### config.mk
export PLATFORM = sky130hd
export DESIGN_NAME = decimal_lcd_segment_writer_top
export DESIGN_NICKNAME = d
export VERILOG_FILES = /design/src/sv/dlsw_pkg.sv /design/src/sv/decimal_lcd_segment_writer_top.sv /design/src/sv/dlsw_ctrl.sv /design/src/sv/dlsw_datapath.sv
export SDC_FILE = /design/constraint.sdc
export NUM_CORES = 1
export LEC_CHECK = 0
export ABC_AREA = 1
export BUFFER_PORTS_ARGS = -buffer_cell sky130_fd_sc_hd__buf_4
export CAP_MARGIN = 10
export CELL_PAD_IN_SITES_DETAIL_PLACEMENT = 2
export CELL_PAD_IN_SITES_GLOBAL_PLACEMENT = 2
export CORE_MARGIN = 2
export CORE_UTILIZATION = 40
export CTS_BUF_LIST = sky130_fd_sc_hd__clkbuf_4 sky130_fd_sc_hd__clkbuf_8 sky130_fd_sc_hd__clkbuf_16
export CTS_CLUSTER_DIAMETER = 40
export DETAILED_ROUTE_END_ITERATION = 7
export GPL_TIMING_DRIVEN = 0
export PLACE_DENSITY_LB_ADDON = 0.1
export SLEW_MARGIN = 15
export SYNTH_ARGS = -nofsm -noshare
export SYNTH_HDL_FRONTEND = slang
export SYNTH_SLANG_ARGS = --single-unit
### constraint.sdc
create_clock -name clk -period 9.1 [get_ports clk]
set_input_delay 1.365 -clock clk [delete_from_list [all_inputs] [get_ports clk]]
set_output_delay 1.365 -clock clk [all_outputs]
set_load 0.005 [all_outputs]
### src/sv/dlsw_pkg.sv
// Shared types, constants and segment code functions for the decimal LCD segment writer.
package dlsw_pkg;

  localparam int NUM_POSITIONS = 6;
  localparam int IMAGE_BYTES   = 20;
  localparam int POS_W         = 3;
  localparam int OFF_W         = 5;
  localparam int VALUE_W       = 31;
  localparam int QUOT_W        = 28;

  localparam logic [OFF_W-1:0] NIBBLE_STRIDE = 5'd5;
  localparam logic [15:0]      SPECIAL_CODE  = 16'hC028;
  localparam logic [7:0]       CHAR_ZERO     = 8'h30;
  localparam logic [7:0]       CHAR_NINE     = 8'h39;
  // Reciprocal of ten: n / 10 == (n * RECIP_TEN) >> RECIP_SHIFT for any 32-bit n
  localparam logic [31:0]      RECIP_TEN     = 32'hCCCC_CCCD;
  localparam int               RECIP_SHIFT   = 35;

  typedef struct packed {
    logic                func;
    logic [VALUE_W-1:0]  number_value;
    logic [7:0]          char_code;
    logic [POS_W-1:0]    position;
  } in_word_t;

  typedef struct packed {
    logic [OFF_W-1:0] reg_offset;
    logic [7:0]       reg_data;
    logic             last;
  } out_word_t;

  typedef enum logic [2:0] {
    ST_IDLE,
    ST_DISPATCH,
    ST_MUL,
    ST_DIGIT,
    ST_WRITE
  } state_t;

  // Commands from the controller to the datapath
  typedef struct packed {
    logic load;   // capture the accepted input word
    logic mul;    // form value times reciprocal of ten
    logic digit;  // split off quotient and digit, look up its code
    logic wr;     // write one nibble and emit the byte
    logic last;   // the emitted byte ends this item
    logic next;   // step to the next digit position
  } cmd_t;

  // Status from the datapath to the controller
  typedef struct packed {
    logic func;
    logic value_zero;
    logic pos_ok;
    logic k_done;
    logic more;
    logic out_free;
  } status_t;

  function automatic logic [15:0] digit_seg(input logic [3:0] d);
    logic [15:0] c;
    case (d)
      4'd0:    c = 16'h1551;
      4'd1:    c = 16'h0110;
      4'd2:    c = 16'h1E11;
      4'd3:    c = 16'h1B11;
      4'd4:    c = 16'h0B50;
      4'd5:    c = 16'h1B41;
      4'd6:    c = 16'h1F41;
      4'd7:    c = 16'h0111;
      4'd8:    c = 16'h1F51;
      4'd9:    c = 16'h0B51;
      default: c = SPECIAL_CODE;
    endcase
    return c;
  endfunction

  function automatic logic [15:0] char_seg(input logic [7:0] ch);
    logic [7:0]  d;
    logic [15:0] c;
    d = ch - CHAR_ZERO;
    if (ch >= CHAR_ZERO && ch <= CHAR_NINE) begin
      c = digit_seg(d[3:0]);
    end else begin
      c = SPECIAL_CODE;
    end
    return c;
  endfunction

endpackage

### src/sv/decimal_lcd_segment_writer_top.sv
// Top level of the decimal LCD segment writer.
// Keeps a 20-byte image of the LCD segment registers (cleared by reset) and emits one
// register write word per written byte, carrying the byte offset from the LCD base and
// the new full byte value; last marks the final word of an input word. A character word
// writes four bytes when its position is below six and nothing otherwise; it is taken
// in ST_IDLE, decoded in ST_DISPATCH, then its four writes leave one per cycle while
// the output word is taken. A number word is taken and decoded the same way, then for
// each shown digit it does the multiply by the reciprocal of ten (ST_MUL), splits off
// quotient and digit (ST_DIGIT) and does four nibble writes (ST_WRITE); the value zero
// shows no digit. The write sequencer stalls when the output word is not taken; a new
// input word is accepted once the previous word's writes are issued.
module decimal_lcd_segment_writer_top (
  input  logic                clk,
  input  logic                rst_n,
  input  logic                in_valid,
  output logic                in_ready,
  input  dlsw_pkg::in_word_t  in_data,
  output logic                out_valid,
  input  logic                out_ready,
  output dlsw_pkg::out_word_t out_data
);
  import dlsw_pkg::*;

  cmd_t    cmd;
  status_t sts;

  dlsw_ctrl u_ctrl (
    .clk      (clk),
    .rst_n    (rst_n),
    .in_valid (in_valid),
    .in_ready (in_ready),
    .sts      (sts),
    .cmd      (cmd)
  );

  dlsw_datapath u_datapath (
    .clk       (clk),
    .rst_n     (rst_n),
    .in_data   (in_data),
    .cmd       (cmd),
    .sts       (sts),
    .out_valid (out_valid),
    .out_ready (out_ready),
    .out_data  (out_data)
  );

endmodule

### src/sv/dlsw_ctrl.sv
// Controller state machine that sequences digit splitting and byte writes.
module dlsw_ctrl (
  input  logic              clk,
  input  logic              rst_n,
  input  logic              in_valid,
  output logic              in_ready,
  input  dlsw_pkg::status_t sts,
  output dlsw_pkg::cmd_t    cmd
);
  import dlsw_pkg::*;

  state_t state_r, state_nxt;

  // Hold the state
  always_ff @(posedge clk) begin
    if (!rst_n) begin
      state_r <= ST_IDLE;
    end else begin
      state_r <= state_nxt;
    end
  end

  // Next state and commands
  always_comb begin
    state_nxt = state_r;
    cmd       = '0;
    in_ready  = 1'b0;
    case (state_r)
      ST_IDLE: begin
        in_ready = 1'b1;
        if (in_valid) begin
          cmd.load  = 1'b1;
          state_nxt = ST_DISPATCH;
        end
      end
      ST_DISPATCH: begin
        if (sts.func) begin
          state_nxt = sts.pos_ok ? ST_WRITE : ST_IDLE;
        end else begin
          state_nxt = sts.value_zero ? ST_IDLE : ST_MUL;
        end
      end
      ST_MUL: begin
        cmd.mul   = 1'b1;
        state_nxt = ST_DIGIT;
      end
      ST_DIGIT: begin
        cmd.digit = 1'b1;
        state_nxt = ST_WRITE;
      end
      ST_WRITE: begin
        if (sts.out_free) begin
          cmd.wr = 1'b1;
          if (sts.k_done) begin
            if (sts.func || !sts.more) begin
              cmd.last  = 1'b1;
              state_nxt = ST_IDLE;
            end else begin
              cmd.next  = 1'b1;
              state_nxt = ST_MUL;
            end
          end
        end
      end
      default: begin
        state_nxt = ST_IDLE;
      end
    endcase
  end

endmodule

### src/sv/dlsw_datapath.sv
// Datapath: segment image, divide-by-ten step, nibble merge and output register.
module dlsw_datapath (
  input  logic                clk,
  input  logic                rst_n,
  input  dlsw_pkg::in_word_t  in_data,
  input  dlsw_pkg::cmd_t      cmd,
  output dlsw_pkg::status_t   sts,
  output logic                out_valid,
  input  logic                out_ready,
  output dlsw_pkg::out_word_t out_data
);
  import dlsw_pkg::*;

  logic [7:0]          image_r [IMAGE_BYTES];
  logic                func_r;
  logic [VALUE_W-1:0]  value_r;
  logic [POS_W-1:0]    pos_r;
  logic [15:0]         code_r;
  logic [1:0]          k_r;
  logic [62:0]         prod_r;
  logic [QUOT_W-1:0]   quot_r;
  logic                out_valid_r;
  out_word_t           out_r;

  logic [QUOT_W-1:0]   quot;
  logic [VALUE_W-1:0]  quot_x10;
  logic [VALUE_W-1:0]  rem_full;
  logic [OFF_W-1:0]    offset;
  logic [3:0]          nib;
  logic [7:0]          old_byte;
  logic [7:0]          new_byte;

  // Quotient and remainder of the current value by ten
  assign quot     = prod_r[RECIP_SHIFT +: QUOT_W];
  assign quot_x10 = (VALUE_W'(quot) << 3) + (VALUE_W'(quot) << 1);
  assign rem_full = value_r - quot_x10;

  // Byte offset and nibble for the current write
  assign offset = OFF_W'(pos_r[POS_W-1:1]) + OFF_W'(OFF_W'(k_r) * NIBBLE_STRIDE);
  always_comb begin
    case (k_r)
      2'd0:    nib = code_r[3:0];
      2'd1:    nib = code_r[7:4];
      2'd2:    nib = code_r[11:8];
      default: nib = code_r[15:12];
    endcase
  end
  assign old_byte = image_r[offset];
  assign new_byte = pos_r[0] ? {nib, old_byte[3:0]} : {old_byte[7:4], nib};

  // Capture the item and step through digits
  always_ff @(posedge clk) begin
    if (cmd.load) begin
      func_r  <= in_data.func;
      value_r <= in_data.number_value;
      pos_r   <= in_data.func ? in_data.position : POS_W'(NUM_POSITIONS - 1);
      code_r  <= char_seg(in_data.char_code);
    end else if (cmd.next) begin
      value_r <= VALUE_W'(quot_r);
      pos_r   <= pos_r - POS_W'(1);
    end else if (cmd.digit) begin
      code_r  <= digit_seg(rem_full[3:0]);
    end
    if (cmd.mul) begin
      prod_r <= 63'(value_r) * 63'(RECIP_TEN);
    end
    if (cmd.digit) begin
      quot_r <= quot;
    end
  end

  // Advance the nibble counter
  always_ff @(posedge clk) begin
    if (!rst_n) begin
      k_r <= '0;
    end else if (cmd.load) begin
      k_r <= '0;
    end else if (cmd.wr) begin
      k_r <= k_r + 2'd1;
    end
  end

  // Update the segment image
  always_ff @(posedge clk) begin
    if (!rst_n) begin
      for (int i = 0; i < IMAGE_BYTES; i++) begin
        image_r[i] <= '0;
      end
    end else if (cmd.wr) begin
      image_r[offset] <= new_byte;
    end
  end

  // Hold the output word until taken
  always_ff @(posedge clk) begin
    if (!rst_n) begin
      out_valid_r <= 1'b0;
    end else if (cmd.wr) begin
      out_valid_r <= 1'b1;
    end else if (out_ready) begin
      out_valid_r <= 1'b0;
    end
  end

  always_ff @(posedge clk) begin
    if (cmd.wr) begin
      out_r.reg_offset <= offset;
      out_r.reg_data   <= new_byte;
      out_r.last       <= cmd.last;
    end
  end

  assign out_valid = out_valid_r;
  assign out_data  = out_r;

  // Report status
  assign sts.func       = func_r;
  assign sts.value_zero = (value_r == '0);
  assign sts.pos_ok     = (pos_r < POS_W'(NUM_POSITIONS));
  assign sts.k_done     = (k_r == 2'd3);
  assign sts.more       = (quot_r != '0) && (pos_r != '0);
  assign sts.out_free   = !out_valid_r || out_ready;

endmodule

=== Yosys cells after proc, flatten, opt, wreduce, memory -nomap -nowiden ===
Memories as Yosys holds them, arrays and structs flattened.
Index checks and enable logic that the tools add are counted.

* RAM bits: 160
* Bits in read-only memories: 384
* Word-level logic and storage cells: 95
* Output and inout port bits: 16
* Latch bits: 0
* Memories kept: 3
* Bits in registers: 162
* Bits of input ports: 47

* Bitwise gates (word level): 1
* Div/mod/pow operators: 0
* Add/subtract/negate cells: 6
* Equal/unequal tests: 11
* Shift operators: 0
* Reduce and logical (&&, ||, !) cells: 19
* Order comparisons: 3
* Muxes and demuxes: 38
* Multipliers: 2

{| class="wikitable"
|+ Memories
! memory !! depth !! bits a word !! rd ports !! clocked after Yosys merged registers in !! write ports !! RTL line !! RTL
|-
| (no name shown) || 16 || 12 || 1 || 0 || 0 || dlsw_pkg.sv:62 || <nowiki>case (d)</nowiki>
|-
| (no name shown) || 16 || 12 || 1 || 0 || 0 || dlsw_pkg.sv:62 ||
|-
| u_datapath.image_r || 20 || 8 || 1 || 0 || 20 || dlsw_datapath.sv:14 || <nowiki>logic [7:0] image_r [IMAGE_BYTES];</nowiki>
|}

{| class="wikitable"
|+ Operator list
! operator !! count
|-
| 16-bit 2-to-1 mux || 4
|-
| 31-bit by 32-bit multiplier with 63-bit output, second input constant || 1
|-
| 31-bit 2-to-1 mux || 2
|-
| 31-bit zero test || 1
|-
| 3-bit 2-to-1 mux || 10
|-
| 28-bit nonzero test || 1
|-
| 8-bit 2-to-1 mux || 2
|-
| 3-bit case mux with 5 select lines || 1
|-
| 1-bit 2-to-1 mux || 14
|-
| 4-bit case mux with 3 select lines || 1
|-
| 8-bit by 6-bit >= comparator with 1-bit output, second input constant || 1
|-
| 8-bit by 6-bit less-or-equal comparator with 1-bit output, second input constant || 1
|-
| 8-bit OR reduction || 1
|-
| 3-bit by 2-bit == test with 1-bit output, second input constant || 2
|-
| 2-bit 2-to-1 mux || 3
|-
| 2-bit != test, second input constant || 3
|-
| 3-bit AND reduction || 2
|-
| 2-bit nonzero test || 3
|-
| 2-bit by 5-bit adder with 5-bit output || 1
|-
| 2-bit by 3-bit multiplier with 5-bit output, second input constant || 1
|-
| 5-bit 2-to-1 mux || 1
|-
| 4-bit adder || 1
|-
| 2-bit == test, second input constant || 2
|-
| 4-bit by 1-bit subtractor with 4-bit output, second input constant || 1
|-
| 17 further kinds || 20
|}

=== Logic depth before layout (Yosys ltp) ===
* Word-level depth: 13
* Mapped depth: 32
* Depth with buffers taken out: 32

=== Modules after synthesis ===
A second synthesis with hierarchy kept.

* Cells, all modules: 3209
* Area total of the unflattened synthesis: 30156.4 sq um

{| class="wikitable"
|+ Modules (own cells, without submodules)
! module !! cells an instance !! area each (sq um) !! seq. area each (sq um) !! times used
|-
| dlsw_datapath || 3167 || 29926.2 || 11140.7 || 1
|-
| dlsw_ctrl || 42 || 230.2 || 60.1 || 1
|}

=== Worst setup path after synthesis ===
No wires, ideal clock.

* Path type: register -> register
* From: register u_datapath.value_r[23]
* To: register u_datapath.prod_r[50] (data pin)
* Path buffers: 0
* Stages on the path, launching flop included: 25
* Arrival: 5.822 ns
* Setup slack: 3.026 ns
* Period minus slack after synthesis: 6.074 ns
* Cell sequence: edfxtp_1 inv_1 ha_1 inv_1 ha_1 a21oi_1 fa_1 fa_1 inv_1 fa_1 fa_1 fa_1 inv_1 fa_1 inv_1 ha_1 nand2_1 nor2_1 inv_1 nor2_1 inv_1 nor3_1 nand3_1 nand3_1 nand2_1

* Longest elaborated chain between the ends: 1

{| class="wikitable"
|+ RTL lines
! element !! RTL line !! RTL
|-
| from (decl) || dlsw_datapath.sv:16 || <nowiki>logic [VALUE_W-1:0] value_r;</nowiki>
|-
| from (signal assigned) || dlsw_datapath.sv:55 || <nowiki>value_r <= in_data.number_value;</nowiki>
|-
| from (signal assigned) || dlsw_datapath.sv:59 || <nowiki>value_r <= VALUE_W'(quot_r);</nowiki>
|-
| 31-bit by 32-bit multiplier with 63-bit output || dlsw_datapath.sv:65 || <nowiki>prod_r <= 63'(value_r) * 63'(RECIP_TEN);</nowiki>
|-
| to (signal assigned) || dlsw_datapath.sv:65 ||
|-
| to (decl) || dlsw_datapath.sv:20 || <nowiki>logic [62:0] prod_r;</nowiki>
|}

Every way passes these cells.
A chain may end at the register's enable or synchronous reset.

=== Worst setup path in the final report ===
* From: register u_datapath.value_r[23]
* To: register u_datapath.prod_r[42] (data pin)

Same word-level chain as after synthesis.

==> flow_summary.json <==
{
  "outcome": "finished, final reports clean",
  "io-pin-count": 63,
  "cts_tree": "built",
  "startpoint_type": "register",
  "finalSetupViolations": 0,
  "ant_nets": 0,
  "synth_top_cell_area_share": 0.374,
  "post_cts_buffers": 0,
  "postCtsHoldBufs": 0,
  "worstReg2RegEnd": "u_datapath.prod_r[42]",
  "max_slew.worst_pin.slew_ps": 1130,
  "yosys.area.top_type": "edfxtp_1",
  "num_antenna_cells": 0,
  "synthFlopType": "edfxtp_1",
  "r2r-start": "u_datapath.value_r[23]",
  "firstDrtPassIters": 5,
  "routed_wl_um": 120000,
  "crit_chain": "inv_1 -> ha_1 -> inv_1 -> ha_1 -> a21oi_1 -> fa_1 -> fa_1 -> inv_1 -> fa_1 -> fa_1 -> fa_1 -> inv_1 -> fa_1 -> inv_1 -> ha_1 -> nand2_1 -> nor2_1 -> inv_1 -> nor2_1 -> inv_1 -> nor3_1 -> nand2_1 -> nand4_1 -> nand2_1",
  "yosysSeqAreaShare": 0.378,
  "max_freq_mhz": 131,
  "cpMaxStageDelayCell": "fa_1",
  "clkSinkCount": 375,
  "coreArea_mm2": 0.0732,
  "syn_area_mm2": 0.0297,
  "fillerInstances": 7783,
  "clockBufferDepth": 3,
  "nNetsFinal": 3973,
  "synthesis.instances": 3212,
  "setup.worst_path.start": "u_datapath.value_r[23]",
  "crit_type": "reg -> reg",
  "synth_nets": 3827,
  "synth.distinct_cells": 42,
  "root_buffer": "clkbuf_16",
  "slew_headroom": 0.242,
  "syn2layout_area_growth_pct": 15.1,
  "grt_usage": 0.320,
  "critPathMostFrequentCell": "inv_1",
  "synthTopCellsByArea": "edfxtp_1 37%, fa_1 16%, ha_1 14%",
  "dpl.cell_count": 4239,
  "hold_viol_final": 0,
  "cts.repair.resized": 0,
  "cap_violations": 0,
  "async_flop_share": 0,
  "portBuffers": 62,
  "cp_max_fo": 5,
  "critPathBufInv": 7,
  "antenna_found_initial": 0,
  "gr-total-overflow": 0,
  "arrival_ps": 7950,
  "max_stage_delay_ps": 650,
  "skew_ps": 56.7,
  "yosys.cell_count.top_type": "nand2_1",
  "cp.required_ps": 9440,
  "row_count": 99,
  "fin_crit_ps": 7610,
  "netlist_top_cells_count": "783 x nand2_1, 600 x inv_1, 369 x edfxtp_1",
  "r2r_cells": 24,
  "fp.dieH_um": 276,
  "tns_ps": 0,
  "slew_violations": 0,
  "clk_latency_ps": 640,
  "drive_gt1_frac": 0.0822,
  "min-delay-start": "u_datapath.prod_r[41]",
  "synth_seq_cells": 375,
  "rsz0062_at_grt": "false",
  "syn_avg_cell_area_um2": 9.23,
  "first_iter_violations": 1291,
  "dp_hpwl_um": 94700,
  "synth_edf_count": 369,
  "grt_pass1_wl_um": 180000,
  "start_util": 0.405,
  "regToRegSetupSlack_ps": 1490,
  "numCtsBuffers": 76,
  "fp.dieW_um": 276,
  "final_cells": 4379,
  "crit_path_end_kind": "register",
  "drc": 0,
  "wire_per_inst_um": 27.5,
  "ys.warnings.count": 0,
  "grt_max_degree": 19,
  "finalCritPeriodShare": 0.836,
  "htreeDepth": 3,
  "vias": 23700,
  "min_path_type": "reg -> reg",
  "min_path_cells": 0,
  "dieArea_mm2": 0.0764,
  "clk_pin_slew_worst_paths_ps": 40,
  "gp_congestion": 0.942,
  "grt_pass1_vias": 28100,
  "worstHoldEndpoint": "u_datapath.quot_r[6]",
  "cp_top_family": "adder cells",
  "routed_via_density": 5.41
}
[how the worst max path moves through the flow]
stage	slack, ps	endpoint	cells after the start
floorplan	3030	u_datapath.prod_r[50]	24
global placement	1710	u_datapath.prod_r[42]	24
detailed placement	1460	u_datapath.prod_r[42]	24
CTS	1480	u_datapath.prod_r[42]	24
global route	1210	u_datapath.prod_r[42]	24
finish	1490	u_datapath.prod_r[42]	24
[state kept, by name, summed over array words and instances, names as in the netlist]
| register | cells |
|---|---|
| u_datapath.quot_r | 28 |
| u_datapath.prod_r | 28 |
| u_datapath.code_r | 8 |
| u_datapath.func_r | 1 |
| u_ctrl.state_r | 3 |
| u_datapath.out_data | 14 |
| u_datapath.image_r | 256 |
| u_datapath.pos_r | 3 |
| u_datapath.out_valid | 1 |
| u_datapath.value_r | 31 |
| u_datapath.k_r | 2 |
[cell families after synthesis]
kind of cell | share of synthesized area
xor+xnor | 0.00797
buf+inv | 0.0868
flops | 0.378
compound gates | 0.0468
simple gates | 0.183
fa+ha+maj | 0.298
[stage by stage]
stage | cell area (um^2) | setup WS, ps | hold WS (ps) | utilization
after global routing | 34100 | 1210 | 427 | 0.466
after CTS | 34100 | 1480 | 417 | 0.466
after detailed placement | 31400 | 1460 | 406 | 0.429
after floorplan | 29700 | 3030 | 400 | -
after global placement | 31300 | 1710 | 400 | 0.428
final | 34100 | 1490 | 416 | 0.466
[per-layer routing]
layer | GRT usage | part of all wire
met2 | 0.586 | 0.52
met5 | 0 | 0
met4 | 0.226 | 0.080
met1 | 0.343 | 0.37
met3 | 0.0351 | 0.032
[cell type report]
cell class	instances	area (um^2)	share of cell area
buffer	60	300	0.00880
inverter	606	2270	0.0667
clock buffer	89	2040	0.0597
multi-input combinational	2171	15900	0.466
tap	959	1200	0.0352
sequential	375	11200	0.328
clock inverter	51	651	0.0191
timing repair buffer	68	554	0.0162
[cell usage in the layout (no fill, tap or decap), types with 9 or more instances in the layout]
| cell | count |
|---|---|
| a21o_1 | 11 |
| a21oi_1 | 85 |
| a22oi_1 | 35 |
| buf_2 | 36 |
| buf_4 | 73 |
| bufinv_16 | 9 |
| clkbuf_1 | 16 |
| clkbuf_16 | 77 |
| clkbuf_4 | 9 |
| clkinv_1 | 9 |
| clkinv_2 | 11 |
| edfxtp_1 | 369 |
| fa_1 | 230 |
| ha_1 | 338 |
| inv_1 | 600 |
| nand2_1 | 783 |
| nand3_1 | 87 |
| nand4_1 | 62 |
| nor2_1 | 342 |
| nor3_1 | 18 |
| o21ai_0 | 83 |
| or2_2 | 10 |
| xnor2_1 | 13 |
| xor2_1 | 14 |
[worst reg2reg max path: stages, from the launching register on]
cell and delay (ps):
edfxtp_1 500, inv_1 130, ha_1 340, inv_1 90, ha_1 330, a21oi_1 550
fa_1 610, fa_1 650, inv_1 100, fa_1 550, fa_1 460, fa_1 500
inv_1 50, fa_1 490, inv_1 60, ha_1 390, nand2_1 140, nor2_1 140
inv_1 80, nor2_1 330, inv_1 110, nor3_1 340, nand2_1 140, nand4_1 90
nand2_1 170
Power is not shown: default switching activity piles up to over one toggle a cycle in this logic, so the estimate is an artifact.
